**config.mk**
```make
export PLATFORM = sky130hd
export DESIGN_NAME = radix_string_to_integer
export DESIGN_NICKNAME = d
export VERILOG_FILES = /design/src/sv/rstoi_pkg.sv /design/src/sv/rstoi_scan.sv /design/src/sv/radix_string_to_integer.sv
export SDC_FILE = /design/constraint.sdc
export NUM_CORES = 1
export LEC_CHECK = 0
export BUFFER_PORTS_ARGS = -buffer_cell sky130_fd_sc_hd__buf_2
export CORE_MARGIN = 2
export CORE_UTILIZATION = 25
export CTS_CLUSTER_DIAMETER = 40
export CTS_CLUSTER_SIZE = 25
export DETAILED_ROUTE_END_ITERATION = 8
export PLACE_DENSITY = 0.5
export SYNTH_ARGS = -nofsm -noshare
export SYNTH_HDL_FRONTEND = slang
export SYNTH_SLANG_ARGS = --single-unit
```
**constraint.sdc**
```tcl
create_clock -name clock -period 15.3 [get_ports clock]
set_input_delay 0.765 -clock clock [delete_from_list [all_inputs] [get_ports clock]]
set_output_delay 0.765 -clock clock [all_outputs]
set_load 0.05 [all_outputs]
```
**src/sv/rstoi_pkg.sv**
```systemverilog
//------------------------------------------------------------------------------
// rstoi_pkg
// Types, character codes and decode helpers for the radix string-to-integer
// parser.
//------------------------------------------------------------------------------
`default_nettype none

package rstoi_pkg;

   localparam int VALUE_W     = 40;
   localparam int ACC_W       = VALUE_W + 1;
   localparam int TWOS_DIGITS = 10;

   localparam logic [1:0] RADIX_BIN   = 2'd0;
   localparam logic [1:0] RADIX_OCT   = 2'd1;
   localparam logic [1:0] RADIX_HEX   = 2'd2;
   localparam logic [1:0] RADIX_RESET = RADIX_HEX;

   localparam logic       REG_RADIX_IDX = 1'b0;

   localparam logic [7:0] CHAR_PLUS  = 8'h2B;
   localparam logic [7:0] CHAR_MINUS = 8'h2D;
   localparam logic [7:0] CHAR_SPACE = 8'h20;
   localparam logic [7:0] CHAR_TAB   = 8'h09;
   localparam logic [7:0] CHAR_CR    = 8'h0D;
   localparam logic [5:0] DIGIT_NONE = 6'd36;

   typedef struct packed {
      logic [7:0] char_code;
      logic       last_char;
   } in_item_type;

   typedef struct packed {
      logic signed [VALUE_W-1:0] value;
      logic                      error;
   } out_item_type;

   function automatic logic is_space(input logic [7:0] c);
      is_space = (c == CHAR_SPACE) || (c >= CHAR_TAB && c <= CHAR_CR);
   endfunction

   function automatic logic [5:0] digit_of(input logic [7:0] c);
      if (c >= 8'h30 && c <= 8'h39) begin
         digit_of = 6'(c - 8'h30);
      end else if (c >= 8'h41 && c <= 8'h5A) begin
         digit_of = 6'(c - 8'h37);
      end else if (c >= 8'h61 && c <= 8'h7A) begin
         digit_of = 6'(c - 8'h57);
      end else begin
         digit_of = DIGIT_NONE;
      end
   endfunction

   // bits per digit; zero when no radix is selected
   function automatic logic [2:0] radix_log(input logic [1:0] sel);
      unique case (sel)
         RADIX_BIN: radix_log = 3'd1;
         RADIX_OCT: radix_log = 3'd3;
         RADIX_HEX: radix_log = 3'd4;
         default:   radix_log = 3'd0;
      endcase
   endfunction

endpackage

`default_nettype wire

```
**src/sv/rstoi_scan.sv**
```systemverilog
//------------------------------------------------------------------------------
// rstoi_scan
// Per-character scan state and the end-of-string evaluation. Steps once per
// advanced item; on the last character gives the finished result and clears.
//------------------------------------------------------------------------------
`default_nettype none

module rstoi_scan #(
   parameter int MAX_CHARS = 10
) (
   input  wire                       clock,
   input  wire                       reset,
   input  wire                       step,
   input  rstoi_pkg::in_item_type    item,
   input  wire  [1:0]                radix_sel,
   output rstoi_pkg::out_item_type   result
);

   localparam int CNT_W = $clog2(MAX_CHARS + 2);
   localparam int ACC_W = rstoi_pkg::ACC_W;
   localparam int SUM_W = ACC_W + 4;
   localparam int V_W   = ACC_W + 1;
   localparam int VAL_W = rstoi_pkg::VALUE_W;

   localparam logic [1:0] PHASE_LEAD  = 2'd0;
   localparam logic [1:0] PHASE_TEXT  = 2'd1;
   localparam logic [1:0] PHASE_TRAIL = 2'd2;

   localparam logic [SUM_W-1:0] ACC_SAT = SUM_W'(1) << VAL_W;

   logic [ACC_W-1:0] acc_ff, acc_in;
   logic [CNT_W-1:0] cnt_ff, cnt_in;
   logic             sign_ff, sign_in;
   logic             minus_ff, minus_in;
   logic [3:0]       lead_ff, lead_in;
   logic [1:0]       phase_ff, phase_in;
   logic             bad_ff, bad_in;

   logic [2:0]       rlog;
   logic             radix_ok;
   logic             space_c;
   logic             sign_c;
   logic [5:0]       digit;
   logic             digit_ok;
   logic [SUM_W-1:0] sum;
   logic [ACC_W-1:0] acc_sat;
   logic [CNT_W-1:0] digits;
   logic [3:0]       half;
   logic [V_W-1:0]   modulus;
   logic             twos;
   logic             err_fmt;
   logic             err_rng;
   logic signed [V_W-1:0] v;

   always_comb begin
      rlog     = rstoi_pkg::radix_log(radix_sel);
      radix_ok = (rlog != 3'd0);
      space_c  = rstoi_pkg::is_space(item.char_code);
      sign_c   = (cnt_ff == '0) && (item.char_code == rstoi_pkg::CHAR_PLUS ||
                                    item.char_code == rstoi_pkg::CHAR_MINUS);
      digit    = rstoi_pkg::digit_of(item.char_code);
      digit_ok = radix_ok && (7'(digit) < (7'd1 << rlog));
      sum      = (SUM_W'(acc_ff) << rlog) + SUM_W'(digit);
      acc_sat  = (sum > ACC_SAT) ? ACC_W'(ACC_SAT) : sum[ACC_W-1:0];
   end

   always_comb begin
      acc_in   = acc_ff;
      cnt_in   = cnt_ff;
      sign_in  = sign_ff;
      minus_in = minus_ff;
      lead_in  = lead_ff;
      phase_in = phase_ff;
      bad_in   = bad_ff;
      if (space_c) begin
         if (phase_ff == PHASE_TEXT) begin
            phase_in = PHASE_TRAIL;
         end
      end else begin
         if (phase_ff == PHASE_TRAIL) begin
            bad_in = 1'b1;
         end else begin
            phase_in = PHASE_TEXT;
         end
         if (cnt_ff <= CNT_W'(MAX_CHARS)) begin
            cnt_in = cnt_ff + CNT_W'(1);
         end
         if (sign_c) begin
            sign_in  = 1'b1;
            minus_in = (item.char_code == rstoi_pkg::CHAR_MINUS);
         end else if (!digit_ok) begin
            bad_in = 1'b1;
         end else begin
            if (cnt_ff == CNT_W'(sign_ff)) begin
               lead_in = digit[3:0];
            end
            acc_in = acc_sat;
         end
      end
   end

   always_comb begin
      digits = cnt_in - CNT_W'(sign_in);
      unique case (radix_sel)
         rstoi_pkg::RADIX_BIN: begin
            half    = 4'd1;
            modulus = V_W'(1) << 10;
         end
         rstoi_pkg::RADIX_OCT: begin
            half    = 4'd4;
            modulus = V_W'(1) << 30;
         end
         rstoi_pkg::RADIX_HEX: begin
            half    = 4'd8;
            modulus = V_W'(1) << 40;
         end
         default: begin
            half    = 4'd0;
            modulus = '0;
         end
      endcase
      err_fmt = bad_in || !radix_ok || (cnt_in == '0) || (digits == '0) ||
                (cnt_in > CNT_W'(MAX_CHARS)) || acc_in[ACC_W-1];
      twos    = !minus_in && (int'(digits) == rstoi_pkg::TWOS_DIGITS) &&
                (lead_in >= half);
      if (minus_in) begin
         v = V_W'(0) - V_W'(acc_in);
      end else begin
         v = V_W'(acc_in) - (twos ? modulus : V_W'(0));
      end
      err_rng = !((v[V_W-1:VAL_W-1] == '0) || (v[V_W-1:VAL_W-1] == '1));
      result.error = err_fmt || err_rng;
      result.value = result.error ? '0 : v[VAL_W-1:0];
   end

   always_ff @(posedge clock) begin
      if (reset || (step && item.last_char)) begin
         acc_ff   <= '0;
         cnt_ff   <= '0;
         sign_ff  <= 1'b0;
         minus_ff <= 1'b0;
         lead_ff  <= '0;
         phase_ff <= PHASE_LEAD;
         bad_ff   <= 1'b0;
      end else if (step) begin
         acc_ff   <= acc_in;
         cnt_ff   <= cnt_in;
         sign_ff  <= sign_in;
         minus_ff <= minus_in;
         lead_ff  <= lead_in;
         phase_ff <= phase_in;
         bad_ff   <= bad_in;
      end
   end

endmodule

`default_nettype wire

```
**src/sv/radix_string_to_integer.sv**
```systemverilog
//------------------------------------------------------------------------------
// radix_string_to_integer
// Parses a whitespace-trimmed, optionally signed binary, octal or hex string
// into a 40-bit signed integer, one character per item.
//------------------------------------------------------------------------------
// Takes one character per clock cycle while req_stall is low; req_stall rises
// while an item with last_char set waits for the result register. An item with
// last_char set presents one result through the input register, then the
// scan/evaluate logic into the result register; other items produce nothing.
// The scan state is updated once per character. The result register lets the
// next string start while a finished result waits on rsp_stall. Radix is set at
// register address 0 (reset: hexadecimal) and must only change while the block
// is idle. No clearing pass after reset.
//------------------------------------------------------------------------------
`default_nettype none

module radix_string_to_integer #(
   parameter int MAX_CHARS = 10
) (
   input  wire                      clock,
   input  wire                      reset,
   input  wire                      req_valid,
   output logic                     req_stall,
   input  rstoi_pkg::in_item_type   req_item,
   output logic                     rsp_valid,
   input  wire                      rsp_stall,
   output rstoi_pkg::out_item_type  rsp_item,
   input  wire                      csr_psel,
   input  wire                      csr_penable,
   input  wire                      csr_pwrite,
   input  wire  [2:0]               csr_paddr,
   input  wire  [31:0]              csr_pwdata,
   output logic [31:0]              csr_prdata,
   output logic                     csr_pready
);

   logic                     radix_ff;
   logic [1:0]               radix_sel_ff;
   logic                     in_valid_ff;
   rstoi_pkg::in_item_type   in_item_ff;
   logic                     rsp_valid_ff;
   rstoi_pkg::out_item_type  rsp_item_ff;
   rstoi_pkg::out_item_type  result;
   logic                     out_free;
   logic                     advance;
   logic                     csr_hit;

   assign csr_pready = 1'b1;
   assign csr_hit    = (csr_paddr[2] == rstoi_pkg::REG_RADIX_IDX);
   assign csr_prdata = csr_hit ? 32'(radix_sel_ff) : 32'(radix_ff);

   always_ff @(posedge clock) begin
      if (reset) begin
         radix_sel_ff <= rstoi_pkg::RADIX_RESET;
      end else if (csr_psel && csr_penable && csr_pwrite && csr_pready && csr_hit) begin
         radix_sel_ff <= csr_pwdata[1:0];
      end
   end

   // no other registers are mapped: unmapped reads return zero
   always_ff @(posedge clock) begin
      radix_ff <= 1'b0;
   end

   assign out_free  = !rsp_valid_ff || !rsp_stall;
   assign advance   = in_valid_ff && (!in_item_ff.last_char || out_free);
   assign req_stall = in_valid_ff && !advance;

   always_ff @(posedge clock) begin
      if (reset) begin
         in_valid_ff <= 1'b0;
      end else if (!in_valid_ff || advance) begin
         in_valid_ff <= req_valid;
      end
   end

   always_ff @(posedge clock) begin
      if (!in_valid_ff || advance) begin
         in_item_ff <= req_item;
      end
   end

   rstoi_scan #(
      .MAX_CHARS (MAX_CHARS)
   ) u_scan (
      .clock     (clock),
      .reset     (reset),
      .step      (advance),
      .item      (in_item_ff),
      .radix_sel (radix_sel_ff),
      .result    (result)
   );

   always_ff @(posedge clock) begin
      if (reset) begin
         rsp_valid_ff <= 1'b0;
      end else if (advance && in_item_ff.last_char) begin
         rsp_valid_ff <= 1'b1;
      end else if (!rsp_stall) begin
         rsp_valid_ff <= 1'b0;
      end
   end

   always_ff @(posedge clock) begin
      if (advance && in_item_ff.last_char) begin
         rsp_item_ff <= result;
      end
   end

   assign rsp_valid = rsp_valid_ff;
   assign rsp_item  = rsp_item_ff;

endmodule

`default_nettype wire
```
==> results of run 1 <==
flip-flops by register name, indices dropped and copies added, names as in the netlist:
| name | count |
|---|---|
| in_item_ff | 9 |
| in_valid_ff | 1 |
| radix_sel_ff | 2 |
| rsp_item | 41 |
| rsp_valid | 1 |
| u_scan.acc_ff | 41 |
| u_scan.bad_ff | 1 |
| u_scan.cnt_ff | 4 |
| u_scan.lead_ff | 4 |
| u_scan.minus_ff | 1 |
| u_scan.phase_ff | 2 |
| u_scan.sign_ff | 1 |
metal layers:
| layer | global-route usage, % | routed length, um | up-vias |
|---|---|---|---|
| li1 | - | - | 4770 |
| met1 | 22.2 | 16300 | 4902 |
| met2 | 27.6 | 17200 | 365 |
| met3 | 2.15 | 2120 | 44 |
| met4 | 5.84 | 869 | 0 |
| met5 | 0 | 0 | - |
through the flow:
step | instances | setup slack [ns]
after floorplan | 1312 | 7.88
after global placement | 1817 | 5.67
after detailed placement | 1817 | 5.65
after CTS | 1833 | 5.58
after global routing | 1833 | 4.90
final | 1833 | 5.36
cells in the mapped netlist (6+ instances only):
library cell	number	area [um2]
nor2_1	133	499
nand2_1	120	450
a21oi_1	87	435
dfxtp_1	58	1160
o21ai_0	56	280
clkbuf_1	51	191
edfxtp_1	50	1500
nor3_1	45	225
xnor2_1	44	385
a211oi_1	39	293
xor2_1	38	333
buf_4	35	263
nand3_1	35	175
mux4_2	34	766
ha_1	33	413
inv_1	27	101
nand4_1	23	144
or3_1	22	138
a21oi_2	20	175
nand2b_1	19	119
nor4_1	19	119
and3_1	18	113
and2_1	16	100
buf_2	15	75.1
a31oi_1	13	81.3
mux2i_1	13	130
o31ai_1	13	97.6
or2_2	11	68.8
a21o_1	10	75.1
a211oi_2	9	113
o22ai_1	9	56.3
a22oi_1	8	60.1
nand3b_1	8	60.1
and4_1	7	61.3
nor2b_1	7	43.8
o211ai_1	7	52.6
buf_1	6	22.5
o31a_1	6	52.6
or4_1	6	45.0
kinds of logic after synthesis:
family | Yosys count | synth area share [%]
muxes | 56 | 9.79
xor gates and xnor gates | 82 | 6.75
adders and majority gates | 34 | 4.07
AOI/OAI and AO/OA | 345 | 22.6
DFF | 108 | 25.0
buffers and inverters | 142 | 7.14
other | 2 | 0.0706
and+or+nand+nor | 512 | 24.6
final cells by class:
type	count	area, um2	area share [%]
Multi-Input combinational cell	1062	7360	63.7
Tap cell	539	674	5.84
Clock buffer	11	254	2.20
Timing Repair Buffer	81	450	3.90
Inverter	27	101	0.878
Clock inverter	5	38.8	0.336
Sequential cell	108	2670	23.1
how the worst min path moves through the flow:
| stage | slack (ns) | endpoint | cells past startpoint |
|---|---|---|---|
| floorplan | 0.43 | u_scan.lead_ff[2]$_SDFFE_PP0P_ | 2 |
| global placement | 0.44 | u_scan.lead_ff[3]$_SDFFE_PP0P_ | 2 |
| detailed placement | 0.45 | u_scan.lead_ff[3]$_SDFFE_PP0P_ | 2 |
| CTS | 0.47 | u_scan.lead_ff[3]$_SDFFE_PP0P_ | 2 |
| global route | 0.48 | u_scan.lead_ff[2]$_SDFFE_PP0P_ | 2 |
| finish | 0.46 | u_scan.lead_ff[2]$_SDFFE_PP0P_ | 2 |
power breakdown:
part,switching [mW],total (mW),internal [mW]
logic,0.206,0.289,0.0823
registers,0.0132,0.325,0.311
clock network,0.121,0.243,0.122
tightest hold or removal path, cell delays in order (launching register included):
cell and delay (ns):
dfxtp_1 0.31, nand2_1 0.05, a21oi_1 0.05
==> impl_metrics.json, run 1 <==
{
  "outcome": "complete, no violations",
  "p_total_mw": 0.856,
  "post-route-cell-area_um2": 11500,
  "drc": 0,
  "vias_per_cell": 5.50,
  "synth_edf_count": 50,
  "syn_area_per_cell_um2": 8.31,
  "first_pass_iters": 7,
  "finalSetupTns_ns": 0,
  "powerDensity_nw_per_um2": 74.2,
  "hold_viol_final": 0,
  "ant_nets": 0,
  "async_flop_share_pct": 0,
  "ys_ff_latch": 108,
  "fin_skew_ns": 0.0174,
  "grt_pass1_wl_mm": 56.8,
  "synth-main-ff-cell": "dfxtp_1",
  "grt-ovfl-total": 0,
  "ys_types": 93,
  "worst_setup_path_end_kind": "register",
  "utilization_pct": 27.5,
  "reg2regPathDepth": 28,
  "fin_crit_ns": 9.94,
  "cpMaxStageDelayCell": "or3_1",
  "hold_ws_ns": 0.465,
  "critPathKind": "reg -> reg",
  "worst_pin_slew_ns": 1.24,
  "die_w_um": 210,
  "cp_common_cell": "ha_1",
  "layout_commonest_cell": "nor2_1",
  "relSlewSlack_pct": 16.8,
  "clockRootBuffer": "clkbuf_16",
  "crit_path_end": "rsp_item[25]$_SDFFCE_PP0P_",
  "start_kind": "register",
  "start_util_pct": 25.4,
  "ys_seq_area_share_pct": 25.0,
  "cts-buffers-inserted": 9,
  "required_ns": 15.47,
  "maxCapViolCount": 0,
  "max_freq_mhz": 101,
  "mostFrequentLayoutCells": "nor2_1 (132), nand2_1 (119), a21oi_1 (86)",
  "die_y_um": 210,
  "ys.warnings.count": 0,
  "die_area_um2": 44200,
  "dr_total_vias": 10100,
  "min-delay-start": "u_scan.lead_ff[2]$_SDFFE_PP0P_",
  "num_io_pins": 127,
  "clock-sinks": 108,
  "rrSetupSlack_ns": 5.36,
  "wl_per_cell_um": 19.9,
  "crit_arrival_ns": 10.11,
  "rr_startpoint": "in_item_ff[2]$_DFFE_PN_",
  "crit_family": "simple AND/OR/NAND/NOR gates",
  "finalNetCount": 1374,
  "worstSetupStartpoint": "in_item_ff[2]$_DFFE_PN_",
  "clk_latency_ns": 0.39,
  "peakVddDrop_uv": 41.3,
  "dpl_cell_area_um2": 11200,
  "fillers": 4536,
  "path_max_fanout": 18,
  "crit_buf_inv": 3,
  "path_clk_slew_ns": 0.07,
  "post_cts_buffers": 0,
  "grt_pass1_vias": 9434,
  "hold_path_class": "reg -> reg",
  "grt_max_degree": 56,
  "ctsLongestPathBuffers": 2,
  "cts_tree": "yes",
  "leakage_nw": 3.96,
  "rows": 75,
  "postSynthCellCount": 1281,
  "timing.rr.end": "rsp_item[25]$_SDFFCE_PP0P_",
  "drv_slew": 0,
  "cts_resized": 0,
  "synth_area_um2": 10600,
  "drive_gt1_share_pct": 15.8,
  "fin_crit_sh_pct": 64.9,
  "dp_hpwl_mm": 27.0,
  "rsz0062_at_grt": "false",
  "grt_usage_pct": 16.6,
  "coreArea_um2": 41900,
  "htreeDepth": 3,
  "setup_viol": 0,
  "area_delta_synth_final_pct": 8.45,
  "diodes": 0,
  "cp.depth": 28,
  "antenna_found_initial": 0,
  "hold_buffers": 0,
  "drt_iter0_drc": 815,
  "critPathMaxStageDelay_ns": 0.70,
  "io_buffers": 63,
  "drt-total-wl_mm": 36.5,
  "gp_congestion": 0.911
}
Power figures use the tool's default switching activity.
==> inputs of run 2 (changes only) <==
--- a/config.mk
+++ b/config.mk
@@ -11,7 +11,7 @@
 export CTS_CLUSTER_DIAMETER = 40
 export CTS_CLUSTER_SIZE = 25
 export DETAILED_ROUTE_END_ITERATION = 8
-export PLACE_DENSITY = 0.5
+export PLACE_DENSITY = 0.51
 export SYNTH_ARGS = -nofsm -noshare
 export SYNTH_HDL_FRONTEND = slang
 export SYNTH_SLANG_ARGS = --single-unit
==> constraint.sdc (replaced) <==
create_clock -name clock -period 8.6 [get_ports clock]
set_input_delay 0.43 -clock clock [delete_from_list [all_inputs] [get_ports clock]]
set_output_delay 0.43 -clock clock [all_outputs]
set_load 0.05 [all_outputs]
==> run 2 against run 1 <==
  * Total power increased by 80%
  * Clock power increased by 75%
  * Register-to-register slack got worse by 4.8 ns
  * Setup slack got worse by 4.8 ns
  * Die area unchanged
  * Maximum frequency increased by 24%
  * Clock skew increased by 0.0031 ns
  * Core utilization increased by 0.58 points
  * Critical path depth increased by 1
  * Cell area increased by 2.1%
  * Hold slack got worse by 0.24 ns
  * Wire length increased by 0.39%
  * Largest power group unchanged
==> impl_metrics.json, run 2 (synthesis gave the netlist of run 1 again) <==
{
  "ant_nets": 0,
  "first_pass_iters": 5,
  "coreArea_um2": 41900,
  "fin_skew_ns": 0.0205,
  "critPathKind": "reg -> reg",
  "dr_total_vias": 10200,
  "maxCapViolCount": 0,
  "fin_crit_sh_pct": 93.3,
  "clk_latency_ns": 0.38,
  "die_y_um": 210,
  "drc": 0,
  "cp_common_cell": "ha_1",
  "cts-buffers-inserted": 9,
  "finalNetCount": 1399,
  "crit_arrival_ns": 8.16,
  "worst_setup_path_end_kind": "register",
  "dp_worst_setup_slack_ns": 0.310,
  "path_clk_slew_ns": 0.08,
  "finalSetupTns_ns": 0,
  "outcome": "complete, no violations",
  "worst_pin_slew_ns": 1.11,
  "vias_per_cell": 5.47,
  "drt_iter0_drc": 1055,
  "leakage_nw": 4.08,
  "cpMaxStageDelayCell": "or4_4",
  "grt_usage_pct": 16.6,
  "rsz0062_at_grt": "false",
  "required_ns": 8.73,
  "drt-total-wl_mm": 36.7,
  "rows": 75,
  "htreeDepth": 3,
  "drive_gt1_share_pct": 18.3,
  "post-route-cell-area_um2": 11800,
  "num_io_pins": 127,
  "dpl_cell_area_um2": 11400,
  "diodes": 0,
  "die_w_um": 210,
  "grt_pass1_wl_mm": 57.2,
  "powerDensity_nw_per_um2": 130,
  "gp_congestion": 0.904,
  "path_max_fanout": 23,
  "antenna_found_initial": 0,
  "grt_max_degree": 55,
  "die_area_um2": 44200,
  "start_kind": "register",
  "dp_hpwl_mm": 27.8,
  "relSlewSlack_pct": 25.8,
  "wl_per_cell_um": 19.7,
  "post_cts_buffers": 0,
  "fin_crit_ns": 8.03,
  "io_buffers": 63,
  "layout_commonest_cell": "nor2_1",
  "grt-ovfl-total": 0,
  "grt_pass1_vias": 9711,
  "setup_slack_ns": 0.574,
  "cts_tree": "yes",
  "drv_slew": 0,
  "area_delta_synth_final_pct": 10.8,
  "hold_buffers": 0,
  "clockRootBuffer": "clkbuf_16",
  "mostFrequentLayoutCells": "nor2_1 (132), nand2_1 (119), a21oi_1 (86)",
  "peakVddDrop_uv": 89.3,
  "clock-sinks": 108,
  "critPathMaxStageDelay_ns": 0.75,
  "hold_path_class": "in -> reg",
  "max_freq_mhz": 125,
  "setup_viol": 0,
  "ctsLongestPathBuffers": 2,
  "hold_viol_final": 0,
  "start_util_pct": 25.4
}
[run 2: cell types whose count changed in the layout (fill, tap and decap cells not counted), sizes merged]
cell / previous run / this run
clkbuf: 11 / 9
clkinvlp: 0 / 2
buf: 81 / 106
[run 2: through the flow]
| step | utilization [%] | std cells | hold WS, ns | total power, mW |
|---|---|---|---|---|
| 2_1_floorplan | - | 1312 | 0.433 | 0.965 |
| 3_3_place_gp | 27.3 | 1842 | 0.439 | 1.11 |
| 3_5_place_dp | 27.3 | 1842 | 0.445 | 1.11 |
| 4_1_cts | 28.0 | 1858 | 0.210 | 1.54 |
| 5_1_grt | 28.1 | 1858 | 0.214 | 1.62 |
| 6_report | 28.1 | 1858 | 0.225 | 1.54 |
[run 2: repair_timing]
item                                    4_1_cts  5_1_grt
hold endpoints to repair                      0        0
endpoints found under the setup margin        0       41
gates resized for setup                       0       13
[run 2: worst paths after layout]
check                           cells after the start                             end  slack, ns                           start
worst max-delay path                               29           rsp_item[0]$_DFFE_PP_       0.57         in_item_ff[2]$_DFFE_PN_
worst min-delay path                                1         in_item_ff[0]$_DFFE_PN_       0.22                     req_item[0]
worst max register to register                     29           rsp_item[0]$_DFFE_PP_       0.57         in_item_ff[2]$_DFFE_PN_
worst min register to register                      2  u_scan.lead_ff[3]$_SDFFE_PP0P_       0.46  u_scan.lead_ff[3]$_SDFFE_PP0P_
[run 2: worst max-delay path, delay by kind of cell, from the launching register on]
| kind | cells | cell delay (ns) |
|---|---|---|
| adders and majority gates | 3 | 0.95 |
| xor gates and xnor gates | 1 | 0.13 |
| and+or+nand+nor | 8 | 2.32 |
| AOI/OAI and AO/OA | 15 | 3.55 |
| buffers and inverters | 2 | 0.32 |
| DFF | 1 | 0.48 |
[run 2: where the power goes]
| group | total [mW] | internal (mW) | switching [mW] |
|---|---|---|---|
| clock | 0.425 | 0.204 | 0.221 |
| sequential | 0.580 | 0.554 | 0.0260 |
| combinational | 0.533 | 0.162 | 0.371 |
[run 2: cell type report]
type | count | area, um2
multi-input cells | 1062 | 7410
inverters | 27 | 101
well taps | 539 | 674
clock buffers | 9 | 225
clock inverters | 7 | 67.6
repair buffers | 106 | 638
flip-flops and latches | 108 | 2670
fillers | 4513 | 30200
[run 2: layer usage]
metal	track usage, %	routed length, um	part of all wire [%]	vias to the layer above
li1	-	-	-	4809
met1	21.9	16400	45	4933
met2	27.5	16900	46	371
met3	2.71	2160	5.9	55
met4	5.72	1120	3.1	0
met5	0	0	0	-
==> inputs of run 3 (changes only) <==
--- a/config.mk
+++ b/config.mk
@@ -11,7 +11,6 @@
 export CTS_CLUSTER_DIAMETER = 40
 export CTS_CLUSTER_SIZE = 25
 export DETAILED_ROUTE_END_ITERATION = 8
-export PLACE_DENSITY = 0.51
 export SYNTH_ARGS = -nofsm -noshare
 export SYNTH_HDL_FRONTEND = slang
 export SYNTH_SLANG_ARGS = --single-unit
==> run 3 against run 2 <==
  * Clock skew shrank 0.013 ns
  * Cell count shrank 0.22%
  * Critical path depth is the same
  * Via count grew 1.4%
  * Combinational power shrank 1%
  * Largest cell class unchanged
==> impl_metrics.json, run 3 (synthesis gave the netlist of run 1 again) <==
{
  "outcome": "complete, no violations",
  "relSlewSlack_pct": 19.6,
  "fin_skew_ns": 0.00725,
  "num_io_pins": 127,
  "start_kind": "register",
  "rsz0062_at_grt": "false",
  "die_w_um": 210,
  "antenna_found_initial": 0,
  "critPathMaxStageDelay_ns": 0.74,
  "clock-sinks": 108,
  "rr_startpoint": "in_item_ff[1]$_DFFE_PN_",
  "rows": 75,
  "power_frac_seq_pct": 36.0,
  "hold_viol_final": 0,
  "layout_commonest_cell": "nor2_1",
  "crit_path_end": "rsp_item[10]$_SDFFCE_PP0P_",
  "worst_pin_slew_ns": 1.21,
  "power.switching_mw": 0.612,
  "drt_iter0_drc": 957,
  "drc": 0,
  "required_ns": 8.84,
  "maxCapViolCount": 0,
  "post_cts_buffers": 0,
  "grt_pass1_wl_mm": 56.7,
  "hold_path_class": "in -> reg",
  "timing.rr.end": "rsp_item[10]$_SDFFCE_PP0P_",
  "utilization_pct": 28.1,
  "rrSetupSlack_ns": 0.52,
  "fin_crit_ns": 8.08,
  "ant_nets": 0,
  "mostFrequentLayoutCells": "nor2_1 (132), nand2_1 (119), a21oi_1 (86)",
  "drive_gt1_share_pct": 17.5,
  "clockRootBuffer": "clkbuf_16",
  "critPathKind": "reg -> reg",
  "grt-ovfl-total": 0,
  "leakage_nw": 4.08,
  "first_pass_iters": 5,
  "area_delta_synth_final_pct": 10.7,
  "grt_usage_pct": 16.5,
  "reg2regPathDepth": 29,
  "drv_slew": 0,
  "worstSetupStartpoint": "in_item_ff[1]$_DFFE_PN_",
  "htreeDepth": 3,
  "finalNetCount": 1395,
  "finalSetupTns_ns": 0,
  "powerDensity_nw_per_um2": 137,
  "hold_buffers": 0,
  "die_area_um2": 44200,
  "swShare_pct": 38.0,
  "path_clk_slew_ns": 0.07,
  "cpMaxStageDelayCell": "a211oi_1",
  "path_max_fanout": 12,
  "cts-buffers-inserted": 9,
  "peakVddDrop_uv": 95.6,
  "grt_max_degree": 55,
  "start_util_pct": 25.4,
  "vias_per_cell": 5.56,
  "pwr-share-comb_pct": 32.8,
  "diodes": 0,
  "io_buffers": 63,
  "p_int_mw": 0.997,
  "setup_viol": 0,
  "max_freq_mhz": 124,
  "ctsLongestPathBuffers": 2,
  "gp_congestion": 0.936,
  "die_y_um": 210,
  "fin_crit_sh_pct": 93.9,
  "grt_pass1_vias": 9644,
  "worst_setup_path_end_kind": "register",
  "coreArea_um2": 41900,
  "dp_hpwl_mm": 27.3,
  "wl_per_cell_um": 19.8,
  "cts_tree": "yes",
  "clk_latency_ns": 0.39,
  "drt-total-wl_mm": 36.8,
  "dr_total_vias": 10300,
  "p_clk_share_pct": 31.2,
  "dpl_cell_area_um2": 11400,
  "post-route-cell-area_um2": 11800,
  "hold_ws_ns": 0.218,
  "crit_arrival_ns": 8.32,
  "cts_resized": 0
}
## run 3: changes by cell type in the layout (fill, tap and decap cells not counted), moves of 2 or more
cell	delta
buf_4	-4
bufinv_16	+2
nand3_1	+2
nand3_2	-2
## run 3: worst max-delay path, delay by kind of cell, from the launching register on
family / cells / cell delay, ns
multiplexers: 1 / 0.26
AND/OR/NAND/NOR: 8 / 1.97
buffers and inverters: 2 / 0.39
adder cells (fa/ha/maj): 3 / 0.87
flip-flops: 1 / 0.50
AO/OA/AOI/OAI: 15 / 3.91
## run 3: layout make-up
type,instances,area [um2]
fillers,4473,30200
multi-input cells,1062,7370
flip-flops and latches,108,2670
well taps,539,674
repair buffers,102,608
clock buffers,11,264
inverters,27,101
clock inverters,5,87.6
## run 3: stage by stage
| stage | setup WS (ns) | power (mW) | instances |
|---|---|---|---|
| 3_3_place_gp | 0.679 | 1.10 | 1838 |
| 6_report | 0.523 | 1.61 | 1854 |
| 4_1_cts | 0.404 | 1.61 | 1854 |
| 3_5_place_dp | 0.462 | 1.11 | 1838 |
| 2_1_floorplan | 1.18 | 0.965 | 1312 |
| 5_1_grt | 0.0343 | 1.68 | 1854 |
## run 3: how the worst min path moves through the flow
stage / from / endpoint / slack (ns) / cells past startpoint
final: req_item[4] / in_item_ff[4]$_DFFE_PN_ / 0.22 / 1
after floorplan: u_scan.lead_ff[2]$_SDFFE_PP0P_ / u_scan.lead_ff[2]$_SDFFE_PP0P_ / 0.43 / 2
after global placement: u_scan.lead_ff[3]$_SDFFE_PP0P_ / u_scan.lead_ff[3]$_SDFFE_PP0P_ / 0.44 / 2
after CTS: req_item[4] / in_item_ff[4]$_DFFE_PN_ / 0.20 / 1
after global routing: req_item[4] / in_item_ff[4]$_DFFE_PN_ / 0.21 / 1
after detailed placement: u_scan.lead_ff[3]$_SDFFE_PP0P_ / u_scan.lead_ff[3]$_SDFFE_PP0P_ / 0.45 / 2
## run 3: power by group through the flow
stage               sequential, mW  clock [mW]  combinational [mW]
floorplan                    0.596           0               0.369
global placement             0.590           0               0.509
detailed placement           0.591           0               0.516
CTS                          0.579       0.517               0.518
global route                 0.582       0.533               0.568
finish                       0.580       0.502               0.527
## run 3: layer usage
metal	vias up	track usage [%]	part of all wire [%]
met4	0	6.09	2.8
met5	-	0	0
met3	50	2.29	7.0
met2	420	27.8	48
li1	4818	-	-
met1	5019	21.4	42
